## config.mk

```make
export PLATFORM = sky130hd
export DESIGN_NAME = lcs_length_engine
export DESIGN_NICKNAME = d
export VERILOG_FILES = /design/src/rtl/lcs_pkg.sv /design/src/rtl/lcs_ram.sv /design/src/rtl/lcs_cell.sv /design/src/rtl/lcs_length_engine.sv
export SDC_FILE = /design/constraint.sdc
export NUM_CORES = 2
export LEC_CHECK = 0
export BUFFER_PORTS_ARGS = -buffer_cell sky130_fd_sc_hd__buf_2
export CAP_MARGIN = 0
export CELL_PAD_IN_SITES_DETAIL_PLACEMENT = 1
export CELL_PAD_IN_SITES_GLOBAL_PLACEMENT = 1
export CORE_MARGIN = 1
export CORE_UTILIZATION = 57
export DETAILED_ROUTE_END_ITERATION = 6
export HOLD_SLACK_MARGIN = 0.05
export PLACE_DENSITY = 0.85
export SLEW_MARGIN = 20
export SYNTH_ARGS = -nofsm -noshare
export SYNTH_HDL_FRONTEND = slang
export SYNTH_SLANG_ARGS = --single-unit
```

## constraint.sdc

```tcl
create_clock -name i_clk -period 4.1 [get_ports i_clk]
set_input_delay 0.41 -clock i_clk [delete_from_list [all_inputs] [get_ports i_clk]]
set_output_delay 0.41 -clock i_clk [all_outputs]
set_load 0.01 [all_outputs]
```

## src/rtl/lcs_pkg.sv

```systemverilog
package lcs_pkg;

    localparam int LCS_MAX_LEN = 64;
    localparam int LCS_BYTE_W  = 8;

    typedef enum logic [2:0] {
        ST_LOAD = 3'b001,
        ST_RUN  = 3'b010,
        ST_HOLD = 3'b100
    } t_state;

endpackage

```

## src/rtl/lcs_ram.sv

```systemverilog
module lcs_ram import lcs_pkg::*; #(
    parameter int WIDTH = LCS_BYTE_W,
    parameter int DEPTH = LCS_MAX_LEN,
    localparam int AW   = (DEPTH > 1) ? $clog2(DEPTH) : 1
) (
    input  logic             i_clk,
    input  logic             i_wr_en,
    input  logic [AW-1:0]    i_wr_addr,
    input  logic [WIDTH-1:0] i_wr_data,
    input  logic [AW-1:0]    i_rd_addr,
    output logic [WIDTH-1:0] o_rd_data
);

    logic [WIDTH-1:0] r_mem [DEPTH];
    logic [WIDTH-1:0] r_rd_data;

    always_ff @(posedge i_clk) begin
        if (i_wr_en) begin
            r_mem[i_wr_addr] <= i_wr_data;
        end
        r_rd_data <= r_mem[i_rd_addr];
    end

    assign o_rd_data = r_rd_data;

endmodule

```

## src/rtl/lcs_cell.sv

```systemverilog
module lcs_cell import lcs_pkg::*; #(
    parameter int SW = 7
) (
    input  logic                  i_clk,
    input  logic                  i_rst_n,
    input  logic                  i_clear,
    input  logic                  i_load,
    input  logic [LCS_BYTE_W-1:0] i_load_ch,
    input  logic                  i_vld,
    input  logic [LCS_BYTE_W-1:0] i_ch,
    input  logic [SW-1:0]         i_left,
    input  logic [SW-1:0]         i_diag,
    output logic                  o_vld,
    output logic [LCS_BYTE_W-1:0] o_ch,
    output logic [SW-1:0]         o_left,
    output logic [SW-1:0]         o_diag
);

    logic [LCS_BYTE_W-1:0] r_col_ch;
    logic [LCS_BYTE_W-1:0] r_ch;
    logic [SW-1:0]         r_score;
    logic [SW-1:0]         r_diag;
    logic                  r_vld;
    logic [SW-1:0]         n_score;

    always_comb begin
        if (i_ch == r_col_ch) begin
            n_score = i_diag + SW'(1);
        end else if (r_score > i_left) begin
            n_score = r_score;
        end else begin
            n_score = i_left;
        end
    end

    always_ff @(posedge i_clk) begin
        if (!i_rst_n) begin
            r_vld <= 1'b0;
        end else begin
            r_vld <= i_vld;
        end
    end

    always_ff @(posedge i_clk) begin
        if (i_load) begin
            r_col_ch <= i_load_ch;
        end
        if (i_clear) begin
            r_score <= '0;
        end else if (i_vld) begin
            // pass the old score on as the next column's diagonal
            r_diag  <= r_score;
            r_score <= n_score;
        end
        r_ch <= i_ch;
    end

    assign o_vld  = r_vld;
    assign o_ch   = r_ch;
    assign o_left = r_score;
    assign o_diag = r_diag;

endmodule

```

## src/rtl/lcs_length_engine.sv

```systemverilog
// Loading: one transfer per cycle, each may add a byte to either sequence.
// Run: after the transfer with i_final_item set, the engine steps through ST_RUN and then
// waits in ST_HOLD until the output register is free before o_out_valid rises.
// A row byte enters the cell chain each cycle and walks one cell per cycle.
// No input is taken during a run; the next load starts once the result is registered.
// Reset: synchronous, active low; clears counts, state and valid flags.
module lcs_length_engine import lcs_pkg::*; #(
    parameter int MAX_LEN = LCS_MAX_LEN,
    localparam int SW     = $clog2(MAX_LEN + 1)
) (
    input  logic                  i_clk,
    input  logic                  i_rst_n,
    input  logic                  i_in_valid,
    output logic                  o_in_stall,
    input  logic [LCS_BYTE_W-1:0] i_first_byte,
    input  logic                  i_first_valid,
    input  logic [LCS_BYTE_W-1:0] i_second_byte,
    input  logic                  i_second_valid,
    input  logic                  i_final_item,
    output logic                  o_out_valid,
    input  logic                  i_out_stall,
    output logic [SW-1:0]         o_common_length
);

    localparam int AW = (MAX_LEN > 1) ? $clog2(MAX_LEN) : 1;
    localparam int TW = $clog2(2 * MAX_LEN + 1);

    t_state r_state, n_state;
    logic [SW-1:0] r_first_count, n_first_count;
    logic [SW-1:0] r_second_count, n_second_count;
    logic [TW-1:0] r_t, n_t;
    logic          r_rd_vld, n_rd_vld;
    logic          r_out_valid, n_out_valid;
    logic [SW-1:0] r_out_data, n_out_data;

    logic          w_accept;
    logic          w_first_wr;
    logic          w_second_wr;
    logic          w_out_free;
    logic          w_run_end;
    logic [SW-1:0] w_result;
    logic [LCS_BYTE_W-1:0] w_rd_data;

    logic                  w_vld  [MAX_LEN+1];
    logic [LCS_BYTE_W-1:0] w_ch   [MAX_LEN+1];
    logic [SW-1:0]         w_left [MAX_LEN+1];
    logic [SW-1:0]         w_diag [MAX_LEN+1];

    assign o_in_stall  = (r_state != ST_LOAD);
    assign w_accept    = i_in_valid && !o_in_stall;
    assign w_first_wr  = w_accept && i_first_valid && (r_first_count < SW'(MAX_LEN));
    assign w_second_wr = w_accept && i_second_valid && (r_second_count < SW'(MAX_LEN));
    assign w_out_free  = !r_out_valid || !i_out_stall;
    assign w_run_end   = (r_t == TW'(r_first_count) + TW'(MAX_LEN));

    lcs_ram #(
        .WIDTH (LCS_BYTE_W),
        .DEPTH (MAX_LEN)
    ) u_first_ram (
        .i_clk     (i_clk),
        .i_wr_en   (w_first_wr),
        .i_wr_addr (r_first_count[AW-1:0]),
        .i_wr_data (i_first_byte),
        .i_rd_addr (r_t[AW-1:0]),
        .o_rd_data (w_rd_data)
    );

    assign w_vld[0]  = r_rd_vld;
    assign w_ch[0]   = w_rd_data;
    assign w_left[0] = '0;
    assign w_diag[0] = '0;

    for (genvar g = 0; g < MAX_LEN; g++) begin : g_cell
        lcs_cell #(
            .SW (SW)
        ) u_cell (
            .i_clk     (i_clk),
            .i_rst_n   (i_rst_n),
            .i_clear   (w_accept && i_final_item),
            .i_load    (w_second_wr && (r_second_count == SW'(g))),
            .i_load_ch (i_second_byte),
            .i_vld     (w_vld[g]),
            .i_ch      (w_ch[g]),
            .i_left    (w_left[g]),
            .i_diag    (w_diag[g]),
            .o_vld     (w_vld[g+1]),
            .o_ch      (w_ch[g+1]),
            .o_left    (w_left[g+1]),
            .o_diag    (w_diag[g+1])
        );
    end

    // score of the last column that holds a second-sequence byte
    always_comb begin
        if (r_second_count == '0) begin
            w_result = '0;
        end else begin
            w_result = w_left[r_second_count];
        end
    end

    always_comb begin
        n_state        = r_state;
        n_first_count  = r_first_count;
        n_second_count = r_second_count;
        n_t            = r_t;
        n_rd_vld       = 1'b0;
        n_out_valid    = r_out_valid && i_out_stall;
        n_out_data     = r_out_data;
        unique case (r_state)
            ST_LOAD: begin
                if (w_first_wr) begin
                    n_first_count = r_first_count + SW'(1);
                end
                if (w_second_wr) begin
                    n_second_count = r_second_count + SW'(1);
                end
                if (w_accept && i_final_item) begin
                    n_t     = '0;
                    n_state = ST_RUN;
                end
            end
            ST_RUN: begin
                n_rd_vld = (r_t < TW'(r_first_count));
                if (w_run_end) begin
                    n_state = ST_HOLD;
                end else begin
                    n_t = r_t + TW'(1);
                end
            end
            ST_HOLD: begin
                if (w_out_free) begin
                    n_out_valid    = 1'b1;
                    n_out_data     = w_result;
                    n_first_count  = '0;
                    n_second_count = '0;
                    n_state        = ST_LOAD;
                end
            end
            default: begin
                n_state = ST_LOAD;
            end
        endcase
    end

    always_ff @(posedge i_clk) begin
        if (!i_rst_n) begin
            r_state        <= ST_LOAD;
            r_first_count  <= '0;
            r_second_count <= '0;
            r_t            <= '0;
            r_rd_vld       <= 1'b0;
            r_out_valid    <= 1'b0;
        end else begin
            r_state        <= n_state;
            r_first_count  <= n_first_count;
            r_second_count <= n_second_count;
            r_t            <= n_t;
            r_rd_vld       <= n_rd_vld;
            r_out_valid    <= n_out_valid;
        end
    end

    always_ff @(posedge i_clk) begin
        r_out_data <= n_out_data;
    end

    assign o_out_valid     = r_out_valid;
    assign o_common_length = r_out_data;

endmodule

```

==> impl_metrics.env <==
export IMPL_first_pass_iters=7
export IMPL_design_die_area_um2=189000
export IMPL_maxSlewHeadroom_pct=16.9
export IMPL_layout_overhead_on_the_synthesized_area_pct=10.7
export IMPL_lkg_pwr_uw=0.0390
export IMPL_finalClockSkew_ns=0.143
export IMPL_drt_wirelength_per_cell_um=33.0
export IMPL_grt_setup_unrepaired="no"
export IMPL_cts_buffers_inserted=241
export IMPL_drt_vias_per_instance=6.73
export IMPL_syn_instance_count=8392
export IMPL_postSynthRegisterBits=2480
export IMPL_yosysTopAreaCell="edfxtp_1"
export IMPL_dieHeight_um=435
export IMPL_minimum_clock_period_ns=3.89
export IMPL_layout_worst_path_cycle_share_pct=95.0
export IMPL_startpoint_type="register"
export IMPL_floorplan_die_width_um=435
export IMPL_slew_violations=0
export IMPL_postRouteWirelength_um=371000
export IMPL_groute_usage_overall_pct=38.7
export IMPL_grt_overflow_total=0
export IMPL_setup_violations_final=0
export IMPL_cts_tree="built"
export IMPL_clockBufferDepth=3
export IMPL_dr_first_iter_drc_count=8869
export IMPL_synth_edff_count=1451
export IMPL_global_route_wire_length_before_repair_um=544000
export IMPL_cts_sink_count=2480
export IMPL_antenna_found_initial=10
export IMPL_number_of_nets_with_antenna_violations_after_detailed_routing=0
export IMPL_timing_critical_path_required_ns=4.65
export IMPL_first_global_vias=80600
export IMPL_timing_hold_ws_ns=0.0975
export IMPL_route_vias_total=75600
export IMPL_drc=11
export IMPL_failed_checks="design-rule violations"
export IMPL_clk_insertion_delay_late_ns=0.98
export IMPL_final_layout_size_suffix_gt1_share_pct=9.79
export IMPL_worst_setup_end_kind="register"
export IMPL_io_buffer_count=31
export IMPL_core_area_um2=186000
export IMPL_cts_setup_buffers=0
export IMPL_ys_top_cells_by_area="edfxtp_1, dfxtp_1, ha_1, mux4_2, xnor2_1"
export IMPL_synthesis_nets=8910
export IMPL_synth_largest_type_area_fraction_pct=40.7
export IMPL_post_synth_cell_area_avg_um2=12.7
export IMPL_timing_fmax_ghz=0.257
export IMPL_worstMarginPinSlew_ns=1.24
export IMPL_critPathMostFrequentCell="nor2_1"
export IMPL_async_flop_share_pct=0
export IMPL_gpl_final_weighted_congestion=0.946
export IMPL_hold_class="primary input to register"
export IMPL_path_clk_slew_ns=0.07
export IMPL_cp_cell_sequence="nor3b_2 -> buf_4 -> nand4_1 -> nor2_1 -> nand3_1 -> nor2_1"
export IMPL_synth_sequential_area_ratio_pct=60.0
export IMPL_boundaryPins=32
export IMPL_final_hold_violation_count=0
export IMPL_power_density_nw_per_um2=441
export IMPL_grt_start_max_net_pins=96
export IMPL_timing_critical_path_max_delay_family="simple AND/OR/NAND/NOR gates"
export IMPL_dp_hpwl_um=225000
export IMPL_power_ir_vdd_worst_mv=0.829
export IMPL_yosys_cell_types_count=72
export IMPL_worst_stage_delay_on_the_critical_path_ns=0.90
export IMPL_timing_max_cap_violations=0
export IMPL_run_status="complete, but fails checks"
export IMPL_crit_fanout=8
export IMPL_crit_buf_inv=1
export IMPL_mappedNetlistArea_um2=107000
export IMPL_total_number_of_h_tree_levels=4
export IMPL_crit_slowest_cell="nor2_1"
export IMPL_ys_warn_count=0
export IMPL_path_class="register to register"
export IMPL_synth_ff_type="edfxtp_1"
export IMPL_timing_setup_tns_ns=0
export IMPL_synth_top_cells_by_count="edfxtp_1, dfxtp_1, xnor2_1, nor2_1, inv_1"
export IMPL_start_util_pct=57.6
export IMPL_synth_most_common_cell="edfxtp_1"
export IMPL_number_of_rows_created_at_floorplan=158
export IMPL_cts_root_buffer="clkbuf_16"
export IMPL_fin_nets=9051
export IMPL_timing_critical_path_arrival_ns=4.45
## worst paths after layout
check	depth (start not counted)	from	slack, ns	to
min	1	i_first_byte[3]	0.1	u_first_ram.r_mem[25][3]
min reg2reg	0	g_cell[29].u_cell.o_ch[5]	0.33	g_cell[30].u_cell.o_ch[5]
max reg2reg	6	r_state[0]	0.21	u_first_ram.r_mem[38][5]
max	6	r_state[0]	0.21	u_first_ram.r_mem[38][5]
## per-stage QoR
stage                     std cells  total power, µW  area (µm²)  setup WS [ns]  utilization [%]
after floorplan                8392            28200      107000           1.69                -
after global routing          11200            53100      118000          0.245             63.7
after CTS                     11200            52100      118000          0.388             63.7
after detailed placement      10800            28900      110000          0.745             59.3
after global placement        10800            28800      110000          0.882             59.3
final                         11200            52200      118000          0.206             63.8
## logic make-up after synthesis
kind of cell,after synthesis,share of synthesized area [%]
DFF,2480,60.0
buffers and inverters,789,2.97
muxes,389,6.59
xor gates and xnor gates,821,6.72
AOI/OAI and AO/OA,1592,9.87
adders and majority gates,495,5.79
and+or+nand+nor,1826,8.07
## metal layers
| metal | up-vias | track usage, % | routed length, µm |
|---|---|---|---|
| li1 | 31300 | - | - |
| met1 | 38100 | 45.6 | 131000 |
| met2 | 4677 | 63.1 | 176000 |
| met3 | 1556 | 9.68 | 36500 |
| met4 | 10 | 25.3 | 28100 |
| met5 | - | 0 | 54 |
## sequential cells by signal (all words and copies together), names as in the netlist
| name | count |
|---|---|
| o_common_length | 7 |
| r_t | 8 |
| u_first_ram.o_rd_data | 8 |
| g_cell.u_cell.o_vld | 63 |
| g_cell.u_cell.o_diag | 420 |
| o_out_valid | 1 |
| r_state | 3 |
| g_cell.u_cell.o_left | 427 |
| r_rd_vld | 1 |
| u_first_ram.r_mem | 512 |
| g_cell.u_cell.o_ch | 504 |
| r_first_count | 7 |
| r_second_count | 7 |
| g_cell.u_cell.r_col_ch | 512 |
## what timing repair did
action,CTS,global route
hold buffers,3,2
endpoints found under the hold margin,23,10
resized for setup,0,0
setup endpoints to repair,0,0
## report_power, final
group	internal [µW]	total, µW	switching [µW]
logic	547	1530	979
registers	26600	27100	487
clock network	12900	23600	10700
## worst register-to-register path, cell delays in order, from the launching register on
cell,delay [ns]
dfxtp_1,0.47
nor3b_2,0.26
buf_4,0.26
nand4_1,0.32
nor2_1,0.53
nand3_1,0.73
nor2_1,0.91
## cell usage in the layout (no fill, tap or decap), types with 11 or more instances in the layout
cell,n
a21o_1,103
nand3_1,299
clkbuf_8,33
a22oi_1,14
nand4_1,172
nor3_1,56
and3_1,17
nor4_2,23
ha_1,495
mux4_2,252
bufinv_16,19
mux2i_1,132
a211o_1,47
o21a_1,49
o32ai_4,11
nand2_1,469
dfxtp_1,1022
inv_1,521
nor2b_1,127
a211oi_1,68
xor2_1,248
o21ai_0,400
buf_12,12
xnor2_1,573
buf_2,29
buf_4,116
nor2_1,536
and2_1,83
o211ai_1,16
o2111ai_1,281
clkinv_2,48
clkbuf_16,244
a21oi_1,505
clkinv_1,22
o2111a_1,48
clkbuf_1,68
edfxtp_1,1451
## cell type report
class                      count  area, µm²
clock buffer                 345       6820
fill                       17700      67400
multi-input combinational   5123      39700
inverter                     525       1970
timing repair buffer         162       1310
antenna                        8       20.0
sequential                  2480      64200
clock inverter               118       1360
tap                         2480       3100
Power figures use the tool's default switching activity.
